## src/hw/rtl/two_class_priority_job_queue_top_assert.svh

```systemverilog
// Assertion macros shared by the job queue RTL.
`ifndef TWO_CLASS_PRIORITY_JOB_QUEUE_TOP_ASSERT_SVH
`define TWO_CLASS_PRIORITY_JOB_QUEUE_TOP_ASSERT_SVH

// Same-cycle implication, checked on clk and disabled while rst is high.
`define TCPQ_ASSERT_HOLDS(lbl, ante, cons, msg) \
  lbl: assert property (@(posedge clk) disable iff (rst) (ante) |-> (cons)) \
    else $error(msg);

// Next-cycle implication, checked on clk and disabled while rst is high.
`define TCPQ_ASSERT_NEXT(lbl, ante, cons, msg) \
  lbl: assert property (@(posedge clk) disable iff (rst) (ante) |=> (cons)) \
    else $error(msg);

`endif

```

## src/hw/rtl/tcpq_pkg.sv

```systemverilog
// Field widths, stream packing and operation and status codes of the job queue.
package tcpq_pkg;

  localparam int KIND_W     = 2;
  localparam int JOB_ID_W   = 16;
  localparam int PAGES_W    = 16;
  localparam int STATUS_W   = 3;

  // Stream widths, rounded up to whole bytes.
  localparam int IN_DATA_W  = 40;
  localparam int IN_USER_W  = 8;
  localparam int OUT_DATA_W = 40;
  localparam int OUT_USER_W = 8;

  localparam logic [KIND_W-1:0] KIND_ENQUEUE = 2'd0;
  localparam logic [KIND_W-1:0] KIND_SERVE   = 2'd1;
  localparam logic [KIND_W-1:0] KIND_CANCEL  = 2'd2;
  localparam logic [KIND_W-1:0] KIND_LOOKUP  = 2'd3;

  localparam logic [STATUS_W-1:0] ST_OK      = 3'd0;
  localparam logic [STATUS_W-1:0] ST_EMPTY   = 3'd1;
  localparam logic [STATUS_W-1:0] ST_FULL    = 3'd2;
  localparam logic [STATUS_W-1:0] ST_DUP     = 3'd3;
  localparam logic [STATUS_W-1:0] ST_INVALID = 3'd4;

endpackage

```

## src/hw/rtl/tcpq_ram.sv

```systemverilog
// Generic single-write, single-read RAM with a registered read port.
module tcpq_ram #(
  parameter int WIDTH = 32,
  parameter int DEPTH = 16
) (
  input  logic                     clk,
  input  logic                     we,
  input  logic [$clog2(DEPTH)-1:0] waddr,
  input  logic [WIDTH-1:0]         wdata,
  input  logic [$clog2(DEPTH)-1:0] raddr,
  output logic [WIDTH-1:0]         rdata
);

  logic [WIDTH-1:0] mem [DEPTH];

  always_ff @(posedge clk) begin
    if (we) begin
      mem[waddr] <= wdata;
    end
    rdata <= mem[raddr];
  end

endmodule

```

## src/hw/rtl/two_class_priority_job_queue_top.sv

```systemverilog
// Two-class strict-priority job queue: top level with its control sequencer.
//
// Requests enter on the s_ stream: s_tuser holds the operation (enqueue,
// serve, cancel, lookup) and s_tdata the job id, page count and class.
// Each request gives exactly one item on the m_ stream: m_tuser holds the
// status and m_tdata the reported id, page count and source class.
// The block works on one request at a time; s_tready is low while it does.
// A single compare unit scans the queues one entry per cycle, each from
// its own RAM with a registered read, and removal shifts later entries down
// one per cycle through the same read port. An enqueue scans both queues for
// a duplicate, a serve shifts the served queue, a cancel scans the queues
// and shifts the one it hits, and a lookup scans the queues until it hits.
// The result waits in an output register; the next request is accepted
// while it waits, but its own result holds until m_tready takes the first.
// A synchronous reset empties both queues at once and drops a pending
// result; the RAM contents are left as they are and never read unwritten.
`include "two_class_priority_job_queue_top_assert.svh"

module two_class_priority_job_queue_top #(
  parameter int QUEUE_DEPTH = 16,
  parameter int ID_BITS     = 16
) (
  input  logic                            clk,
  input  logic                            rst,
  input  logic                            s_tvalid,
  output logic                            s_tready,
  // job_id [15:0], page_count [31:16], is_priority [32], zero above
  input  logic [tcpq_pkg::IN_DATA_W-1:0]  s_tdata,
  // kind [1:0], zero above
  input  logic [tcpq_pkg::IN_USER_W-1:0]  s_tuser,
  output logic                            m_tvalid,
  input  logic                            m_tready,
  // out_id [15:0], out_pages [31:16], from_priority [32], zero above
  output logic [tcpq_pkg::OUT_DATA_W-1:0] m_tdata,
  // status [2:0], zero above
  output logic [tcpq_pkg::OUT_USER_W-1:0] m_tuser
);

  import tcpq_pkg::*;

  localparam int IDW     = (ID_BITS < JOB_ID_W) ? ID_BITS : JOB_ID_W;
  localparam int ENTRY_W = PAGES_W + IDW;
  localparam int AW      = $clog2(QUEUE_DEPTH);
  localparam int CW      = $clog2(QUEUE_DEPTH + 1);
  localparam logic [CW-1:0] DEPTH_C = CW'(QUEUE_DEPTH);

  localparam logic [2:0] S_IDLE      = 3'd0;
  localparam logic [2:0] S_SCAN      = 3'd1;
  localparam logic [2:0] S_SERVE_RD  = 3'd2;
  localparam logic [2:0] S_SERVE_CAP = 3'd3;
  localparam logic [2:0] S_SHIFT     = 3'd4;
  localparam logic [2:0] S_DONE      = 3'd5;

  logic [2:0]          state;
  logic [CW-1:0]       prio_fill;
  logic [CW-1:0]       norm_fill;

  logic [KIND_W-1:0]   op_kind;
  logic [IDW-1:0]      key;
  logic [PAGES_W-1:0]  op_pages;
  logic                op_prio;

  // q selects the queue under work: 1 priority, 0 normal.
  logic                q;
  logic                second;
  logic [CW-1:0]       idx;
  logic                pend_valid;
  logic [AW-1:0]       pend_idx;

  logic [STATUS_W-1:0] res_status;
  logic [JOB_ID_W-1:0] res_id;
  logic [PAGES_W-1:0]  res_pages;
  logic                res_fp;

  logic [ENTRY_W-1:0]  rd_p;
  logic [ENTRY_W-1:0]  rd_n;
  logic [ENTRY_W-1:0]  rd_entry;
  logic [IDW-1:0]      rd_id;
  logic [PAGES_W-1:0]  rd_pages;
  logic [CW-1:0]       cur_fill;
  logic [CW-1:0]       tgt_fill;
  logic                hit;
  logic                idx_live;
  logic                scan_end;
  logic                enq_ok;
  logic                in_accept;

  logic                we_p;
  logic                we_n;
  logic [AW-1:0]       wr_addr;
  logic [ENTRY_W-1:0]  wr_data;

  assign cur_fill  = q ? prio_fill : norm_fill;
  assign tgt_fill  = op_prio ? prio_fill : norm_fill;
  assign rd_entry  = q ? rd_p : rd_n;
  assign rd_id     = rd_entry[IDW-1:0];
  assign rd_pages  = rd_entry[ENTRY_W-1:IDW];
  assign hit       = pend_valid && (rd_id == key);
  assign idx_live  = idx < cur_fill;
  assign scan_end  = (state == S_SCAN) && !hit && !idx_live;
  assign enq_ok    = (op_pages != '0) && (tgt_fill != DEPTH_C);
  assign s_tready  = (state == S_IDLE);
  assign in_accept = s_tvalid && s_tready;

  // Write port: a shifted entry moves down one place, or a new job lands at the tail.
  always_comb begin
    we_p    = 1'b0;
    we_n    = 1'b0;
    wr_addr = pend_idx - 1'b1;
    wr_data = rd_entry;
    if (state == S_SHIFT && pend_valid) begin
      we_p = q;
      we_n = !q;
    end else if (scan_end && second && op_kind == KIND_ENQUEUE && enq_ok) begin
      wr_addr = tgt_fill[AW-1:0];
      wr_data = {op_pages, key};
      we_p    = op_prio;
      we_n    = !op_prio;
    end
  end

  tcpq_ram #(.WIDTH(ENTRY_W), .DEPTH(QUEUE_DEPTH)) u_prio_ram (
    .clk   (clk),
    .we    (we_p),
    .waddr (wr_addr),
    .wdata (wr_data),
    .raddr (idx[AW-1:0]),
    .rdata (rd_p)
  );

  tcpq_ram #(.WIDTH(ENTRY_W), .DEPTH(QUEUE_DEPTH)) u_norm_ram (
    .clk   (clk),
    .we    (we_n),
    .waddr (wr_addr),
    .wdata (wr_data),
    .raddr (idx[AW-1:0]),
    .rdata (rd_n)
  );

  always_ff @(posedge clk) begin
    if (rst) begin
      state      <= S_IDLE;
      prio_fill  <= '0;
      norm_fill  <= '0;
      pend_valid <= 1'b0;
      m_tvalid   <= 1'b0;
    end else begin
      // In S_DONE the output register is handled by the state itself.
      if (m_tvalid && m_tready && state != S_DONE) begin
        m_tvalid <= 1'b0;
      end
      case (state)
        S_IDLE: begin
          if (in_accept) begin
            op_kind    <= s_tuser[KIND_W-1:0];
            key        <= s_tdata[IDW-1:0];
            op_pages   <= s_tdata[JOB_ID_W +: PAGES_W];
            op_prio    <= s_tdata[JOB_ID_W + PAGES_W];
            idx        <= '0;
            pend_valid <= 1'b0;
            second     <= 1'b0;
            res_id     <= '0;
            res_pages  <= '0;
            res_fp     <= 1'b0;
            case (s_tuser[KIND_W-1:0])
              KIND_ENQUEUE: begin
                if (s_tdata[IDW-1:0] == '0) begin
                  res_status <= ST_INVALID;
                  state      <= S_DONE;
                end else begin
                  q     <= 1'b1;
                  state <= S_SCAN;
                end
              end
              KIND_SERVE: begin
                if (prio_fill != '0) begin
                  q     <= 1'b1;
                  state <= S_SERVE_RD;
                end else if (norm_fill != '0) begin
                  q     <= 1'b0;
                  state <= S_SERVE_RD;
                end else begin
                  res_status <= ST_EMPTY;
                  state      <= S_DONE;
                end
              end
              KIND_CANCEL: begin
                q     <= 1'b1;
                state <= S_SCAN;
              end
              default: begin
                q     <= 1'b0;
                state <= S_SCAN;
              end
            endcase
          end
        end
        S_SCAN: begin
          if (hit) begin
            pend_valid <= 1'b0;
            case (op_kind)
              KIND_ENQUEUE: begin
                res_status <= ST_DUP;
                state      <= S_DONE;
              end
              KIND_CANCEL: begin
                res_status <= ST_OK;
                res_id     <= JOB_ID_W'(key);
                res_fp     <= q;
                idx        <= CW'(pend_idx) + 1'b1;
                state      <= S_SHIFT;
              end
              default: begin
                res_status <= ST_OK;
                res_id     <= JOB_ID_W'(rd_id);
                res_pages  <= rd_pages;
                res_fp     <= q;
                state      <= S_DONE;
              end
            endcase
          end else if (idx_live) begin
            pend_valid <= 1'b1;
            pend_idx   <= idx[AW-1:0];
            idx        <= idx + 1'b1;
          end else if (!second) begin
            // First queue missed; the second one is scanned from its head.
            second     <= 1'b1;
            q          <= !q;
            idx        <= '0;
            pend_valid <= 1'b0;
          end else begin
            pend_valid <= 1'b0;
            state      <= S_DONE;
            if (op_kind == KIND_ENQUEUE) begin
              if (op_pages == '0) begin
                res_status <= ST_INVALID;
              end else if (tgt_fill == DEPTH_C) begin
                res_status <= ST_FULL;
              end else begin
                res_status <= ST_OK;
                if (op_prio) begin
                  prio_fill <= prio_fill + 1'b1;
                end else begin
                  norm_fill <= norm_fill + 1'b1;
                end
              end
            end else begin
              res_status <= ST_EMPTY;
            end
          end
        end
        S_SERVE_RD: begin
          state <= S_SERVE_CAP;
        end
        S_SERVE_CAP: begin
          res_status <= ST_OK;
          res_id     <= JOB_ID_W'(rd_id);
          res_pages  <= rd_pages;
          res_fp     <= q;
          idx        <= CW'(1);
          pend_valid <= 1'b0;
          state      <= S_SHIFT;
        end
        S_SHIFT: begin
          if (idx_live) begin
            pend_valid <= 1'b1;
            pend_idx   <= idx[AW-1:0];
            idx        <= idx + 1'b1;
          end else if (pend_valid) begin
            pend_valid <= 1'b0;
          end else begin
            if (q) begin
              prio_fill <= prio_fill - 1'b1;
            end else begin
              norm_fill <= norm_fill - 1'b1;
            end
            state <= S_DONE;
          end
        end
        S_DONE: begin
          if (!m_tvalid || m_tready) begin
            m_tvalid <= 1'b1;
            m_tdata  <= {{(OUT_DATA_W - JOB_ID_W - PAGES_W - 1){1'b0}},
                         res_fp, res_pages, res_id};
            m_tuser  <= {{(OUT_USER_W - STATUS_W){1'b0}}, res_status};
            state    <= S_IDLE;
          end
        end
        default: begin
          state <= S_IDLE;
        end
      endcase
    end
  end

  `TCPQ_ASSERT_HOLDS(a_fill_bound, 1'b1, (prio_fill <= DEPTH_C) && (norm_fill <= DEPTH_C), "queue fill exceeds depth")
  `TCPQ_ASSERT_NEXT(a_busy_after_accept, in_accept, !s_tready, "request accepted while busy")
  `TCPQ_ASSERT_HOLDS(a_one_fill_moves, prio_fill != $past(prio_fill), norm_fill == $past(norm_fill), "both fills changed at once")
  `TCPQ_ASSERT_HOLDS(a_scan_in_range, (state == S_SCAN) && pend_valid, CW'(pend_idx) < cur_fill, "compare on an entry beyond the fill")

endmodule

```

## config.mk

```make
export PLATFORM = sky130hd
export DESIGN_NAME = two_class_priority_job_queue_top
export DESIGN_NICKNAME = d
export VERILOG_FILES = /design/src/hw/rtl/tcpq_pkg.sv /design/src/hw/rtl/tcpq_ram.sv /design/src/hw/rtl/two_class_priority_job_queue_top.sv
export VERILOG_INCLUDE_DIRS = /design/src /design/src/hw/rtl
export SDC_FILE = /design/constraint.sdc
export NUM_CORES = 1
export LEC_CHECK = 0
export BUFFER_PORTS_ARGS = -buffer_cell sky130_fd_sc_hd__buf_2
export CORE_MARGIN = 10
export CORE_UTILIZATION = 56
export DETAILED_ROUTE_END_ITERATION = 8
export PLACE_DENSITY = 0.79
export SETUP_SLACK_MARGIN = 0.05
export SYNTH_ARGS = -nofsm -noshare
export SYNTH_HDL_FRONTEND = slang
export SYNTH_SLANG_ARGS = --single-unit
```

## constraint.sdc

```tcl
create_clock -name clk -period 5.25 [get_ports clk]
set_input_delay 0.7875 -clock clk [delete_from_list [all_inputs] [get_ports clk]]
set_output_delay 0.7875 -clock clk [all_outputs]
set_load 0.05 [all_outputs]
```

==> results of run 1 <==
registers in the layout, indices dropped and copies added, names as in the netlist, 4 cells and up:
register	cells
prio_fill	5
res_pages	16
op_pages	16
key	16
m_tdata	33
norm_fill	5
u_prio_ram.mem	512
pend_idx	4
u_norm_ram.rdata	32
u_prio_ram.rdata	32
idx	5
u_norm_ram.mem	512
res_id	16
Yosys cell counts (16+ instances only):
cell / number / share of area
buf_1: 25 / 0.0020
mux2i_1: 223 / 0.047
a22oi_1: 64 / 0.010
xnor2_1: 23 / 0.0042
inv_1: 16 / 0.0013
a21oi_2: 28 / 0.0051
nand2_1: 124 / 0.0098
nor2_1: 72 / 0.0057
mux4_2: 128 / 0.060
nand3_1: 16 / 0.0017
clkbuf_1: 80 / 0.0063
o22ai_1: 24 / 0.0032
a21oi_1: 95 / 0.010
mux2_2: 67 / 0.016
dfxtp_1: 79 / 0.033
a221oi_1: 64 / 0.012
buf_2: 22 / 0.0023
edfxtp_1: 1142 / 0.72
o21ai_0: 182 / 0.019
worst paths after layout:
kind	cells past startpoint	slack [ns]	to
worst max-delay path	9	0.70	u_norm_ram.mem[2][2]$_DFFE_PP_
worst min-delay path	1	0.25	op_pages[5]$_DFFE_PP_
worst max register to register	9	0.70	u_norm_ram.mem[2][2]$_DFFE_PP_
worst min register to register	0	0.42	m_tuser[0]$_DFFE_PP_
power breakdown:
group          switching (mW)  internal, mW
logic                    4.95          2.31
clock network            3.57          5.05
registers               0.319          12.9
total                    8.84          20.3
per-stage QoR:
step                      setup slack (ns)  hold slack [ns]  instance area [µm²]  setup TNS (ns)  std cells
after floorplan                     -0.245            0.400                47700         -124.23       2657
after global placement               0.865            0.407                50100               0       3812
after detailed placement             0.749            0.405                50100               0       3812
after CTS                            0.762            0.228                54100               0       4026
after global routing                 0.540            0.232                54100               0       4026
final                                0.704            0.248                54100               0       4026
cell type report:
class | count | area, µm²
well taps | 1134 | 1420
fillers | 5309 | 29900
repair buffers | 171 | 1280
multi-input cells | 1269 | 11500
flip-flops and latches | 1221 | 35900
clock buffers | 157 | 3150
inverters | 17 | 63.8
clock inverters | 57 | 837
critical path: cells and delay by family, from the launching register on:
kind | cells | cell delay (ns)
DFF | 1 | 0.76
xor gates and xnor gates | 1 | 0.23
and+or+nand+nor | 3 | 0.80
AOI/OAI and AO/OA | 2 | 1.15
buffers and inverters | 2 | 0.84
muxes | 1 | 0.45
logic make-up after synthesis:
| family | count (synthesis) | share of synthesized area |
|---|---|---|
| compound gates | 492 | 0.0656 |
| xor+xnor | 27 | 0.00496 |
| fa+ha+maj | 15 | 0.00425 |
| buf+inv | 167 | 0.0164 |
| flops | 1221 | 0.753 |
| mux | 425 | 0.126 |
| other cells | 1 | 0.0000787 |
| simple gates | 298 | 0.0303 |
routing by layer:
| metal | GRT usage | vias to the layer above | part of all wire |
|---|---|---|---|
| li1 | - | 10900 | - |
| met1 | 0.313 | 13300 | 0.39 |
| met2 | 0.364 | 1551 | 0.48 |
| met3 | 0.0480 | 278 | 0.096 |
| met4 | 0.0864 | 4 | 0.035 |
| met5 | 0 | - | 0.00023 |
==> results.cfg, run 1 <==
[sta]
setup_viol = 0
fmax_mhz = 220
maxSlewViolCount = 0
min_period_ns = 4.55
post-route-period-util = 0.866
rsz0062_at_grt = false
hold_viol = 0
relSlewSlack = 0.165
tightest_slew_ns = 1.25
clock_skew_ns = 0.0566

[setup_path]
required_ns = 5.65
crit_path_max_fanout = 23
endpoint_kind = flop
crit_arrival_ns = 4.95
max_stage_delay_ns = 1.03
cpMaxStageDelayCell = o21ai_4
critPathLaunch = q$_DFFE_PP_
cp_cell_sequence = buf_4 > mux2i_1 > xnor2_1 > nor4_4 > nand3_4 > o211ai_4 > or2_2 > o21ai_4 > buf_4
cp_common_cell = buf_4
worstReg2RegStart = q$_DFFE_PP_
critical_path_class = flop to flop
startpoint_type = flop

[synth]
async_flop_share = 0
syn_area_um2 = 47700
ys.warnings.count = 0
syn_area_per_cell_um2 = 18.0
syn_inst = 2646
synth_edf_count = 1142
ys_seq_area_frac = 0.753
synth_seq_cells = 1221
synthFlopType = edfxtp_1
synth.distinct_cells = 68

[global_route]
overflow = 0
grt_max_degree = 135
grt_pass1_vias = 26100
grt_usage = 0.230
antenna_found_initial = 3
grt_pass1_wl_mm = 169

[pwr]
p_total_mw = 29.1
ir_worst_vdd_uv = 421
powerDensity_nw_per_um2 = 539
leakage_nw = 17.7

[detailed_routing]
vias_per_cell = 6.46
drc = 0
drt-total-wl_mm = 114
drtIter0Drc = 3516
wl_per_cell_um = 28.2
route.antenna.remaining_nets = 0
num_vias = 26000
firstDrtPassIters = 6

[layout]
nNetsFinal = 2861
area_delta_synth_final_pct = 13.5
fin_util = 0.644
mostFrequentLayoutCells = 1142 x edfxtp_1, 223 x mux2i_1, 166 x o21ai_0
drive_gt1_frac = 0.223
final_common_cell = edfxtp_1
n_antenna_cell = 0

[worst_hold_path]
hold_path.class = input port to flop
worstHoldStart = s_tdata[21]

[place]
portBuffers = 76
place_congestion = 0.886
hpwl_mm = 62.9

[floorplan]
start_util = 0.568
die-height_um = 312
coreArea_um2 = 84000
die_w_um = 312
io_pins = 102
row_count = 106
die-area_um2 = 97200

[run]
drv_cap = 0

[cts]
ctsResizeCount = 0
cts_hold_buf = 0
clock_latency_ns = 0.72
root_buffer = clkbuf_16
htree_levels = 3
cts_buffers = 114
path_clk_slew_ns = 0.07
clkSinkCount = 1221
post_cts_buffers = 0
cts_tree = done
cts_buffer_depth = 3

[status]
status = finished clean
Note: power is estimated with default switching activity, not from simulation.
==> inputs of run 2 (changes only) <==
- SYNTH_HIERARCHICAL: default -> 1
==> results.cfg, run 2 <==
[layout]
fin_util = 0.641
reg_top3 = u_norm_ram/mem (512), u_prio_ram/mem (512), m_tdata (33)
drive_gt1_frac = 0.278
mostFrequentLayoutCells = 1142 x edfxtp_1, 256 x mux4_2, 128 x a22oi_1
nNetsFinal = 2490
fin_cells = 3594
final_common_cell = edfxtp_1
area_delta_synth_final_pct = 13.2

[global_route]
grt_max_degree = 112
grt.busiest_layer = met2
met3_usage = 0.0526
grt_usage = 0.237
grt_pass1_vias = 24600
overflow = 0
antenna_found_initial = 6
met2_usage = 0.382
grt_use_met1 = 0.317
grt_pass1_wl_mm = 165

[synth]
syn_area_per_cell_um2 = 20.7
synth.distinct_cells = 63
ys.warnings.count = 6
synth.most_common_cell = edfxtp_1
async_flop_share = 0
synth_seq_cells = 1221
ys_seq_area_frac = 0.771
syn_inst = 2250
synth_top_area_frac = 0.737
yosys-top-cells-count = 1142 x edfxtp_1, 256 x mux4_2, 128 x a22oi_1, 98 x nand2_1, 79 x dfxtp_1
yosysTopAreaCell = edfxtp_1
synthFlopType = edfxtp_1
synth_area_leaders = edfxtp_1 74%, mux4_2 12%, dfxtp_1 3.4%, a22oi_1 2.1%, nand2_1 0.79%
synth_edf_count = 1142
syn_area_um2 = 46500

[detailed_routing]
drtIter0Drc = 3311
wl_per_cell_um = 31.1
firstDrtPassIters = 6
drt-total-wl_mm = 112
num_vias = 24000
drc = 0
route.antenna.remaining_nets = 0
vias_per_cell = 6.68

[floorplan]
die-height_um = 308
row_count = 105
io_pins = 102
die-area_um2 = 95000
coreArea_um2 = 82200
die_w_um = 308
start_util = 0.566

[sta]
worst_slack_ns = 0.284
hold_viol = 0
clock_skew_ns = 0.0339
timing.hold.ws_ns = 0.270
post-route-period-util = 0.946
fmax_mhz = 201
tightest_slew_ns = 1.36
setup_viol = 0
rsz0062_at_grt = false
relSlewSlack = 0.0910
maxSlewViolCount = 0
min_period_ns = 4.97

[cts]
post_cts_buffers = 0
clock_latency_ns = 0.69
clkSinkCount = 1221
cts_hold_buf = 0
path_clk_slew_ns = 0.07
ctsResizeCount = 0
cts_buffers = 112
root_buffer = clkbuf_16
htree_levels = 3
cts_tree = done
cts_buffer_depth = 3

[place]
place_congestion = 0.891
place_inst = 3378
hpwl_mm = 61.3
post-place-ws_ns = 0.352
portBuffers = 76

[setup_path]
timing.rr.end = u_prio_ram/mem[12][12]$_DFFE_PP_
endpoint_kind = flop
endpoint = u_prio_ram/mem[12][12]$_DFFE_PP_
reg2reg_slack_ns = 0.28
critical_path_class = flop to flop
max_stage_delay_ns = 0.66
cpMaxStageDelayCell = nor3_4
worstReg2RegStart = state[0]$_SDFFE_PP0P_
crit_path_max_fanout = 21
critPathLaunch = state[0]$_SDFFE_PP0P_
crit_arrival_ns = 5.33
required_ns = 5.61
cp_cell_sequence = nor2b_2 > buf_4 > nand2_1 > inv_2 > nand2_1 > buf_4 > or3_4 > o21ai_1 > nand3_1 > nor3_4 > buf_12
rr_worst_depth = 11
startpoint_type = flop

[pwr]
leakage_nw = 16.9
powerDensity_nw_per_um2 = 544
p_total_mw = 28.7
ir_worst_vdd_uv = 481

[worst_hold_path]
hold_path.class = input port to flop
worstHoldStart = s_tdata[27]

[status]
status = finished clean

[run]
drv_cap = 0
## run 2: critical path: cells and delay by family (launching register included)
kind	cells	cell delay, ns
flip-flops	1	0.55
AO/OA/AOI/OAI	1	0.63
AND/OR/NAND/NOR	6	2.33
buffers and inverters	4	1.12
## run 2: area by class of cell
class                      count  area [µm²]
antenna                        1        2.50
clock buffer                 152        3100
clock inverter                62         631
fill                        5132       29600
inverter                      17        63.8
multi-input combinational    895       10400
sequential                  1221       35900
tap                         1070        1340
timing repair buffer         176        1290
## run 2: how the worst min path moves through the flow
stage | to | slack [ns] | cells after the start
floorplan | m_tdata[0]$_DFFE_PP_ | 0.40 | 0
global placement | m_tdata[31]$_DFFE_PP_ | 0.40 | 0
detailed placement | m_tdata[28]$_DFFE_PP_ | 0.40 | 0
CTS | op_pages[11]$_DFFE_PP_ | 0.24 | 1
global route | op_pages[1]$_DFFE_PP_ | 0.25 | 1
finish | op_pages[11]$_DFFE_PP_ | 0.27 | 1
## run 2: kinds of logic (layout without fill, tap and decap cells)
kind of cell	after synthesis	count (layout)	share of synthesized area
buffers and inverters	145	407	0.0156
adders and majority gates	15	15	0.00436
xor gates and xnor gates	27	27	0.00508
AOI/OAI and AO/OA	237	237	0.0349
muxes	321	321	0.139
other	1	13	0.0000806
and+or+nand+nor	283	283	0.0299
DFF	1221	1221	0.771
## run 2: metrics by stage
stage          area, µm²  setup TNS (ns)
6_report           52700               0
4_1_cts            52600               0
3_3_place_gp       48900               0
5_1_grt            52700               0
3_5_place_dp       48900               0
2_1_floorplan      46700         -187.05
## run 2: power by group
group | leakage, nW | switching [mW] | internal, mW
sequential | 11.0 | 0.304 | 13.0
clock | 1.80 | 3.60 | 4.58
combinational | 4.13 | 4.81 | 2.36
total | 16.9 | 8.71 | 20.0
## run 2: layer usage
layer / wire (µm) / vias up
met1: 40100 / 12400
met5: 39 / -
met2: 54500 / 1688
met4: 3930 / 6
li1: - / 9645
met3: 13200 / 271
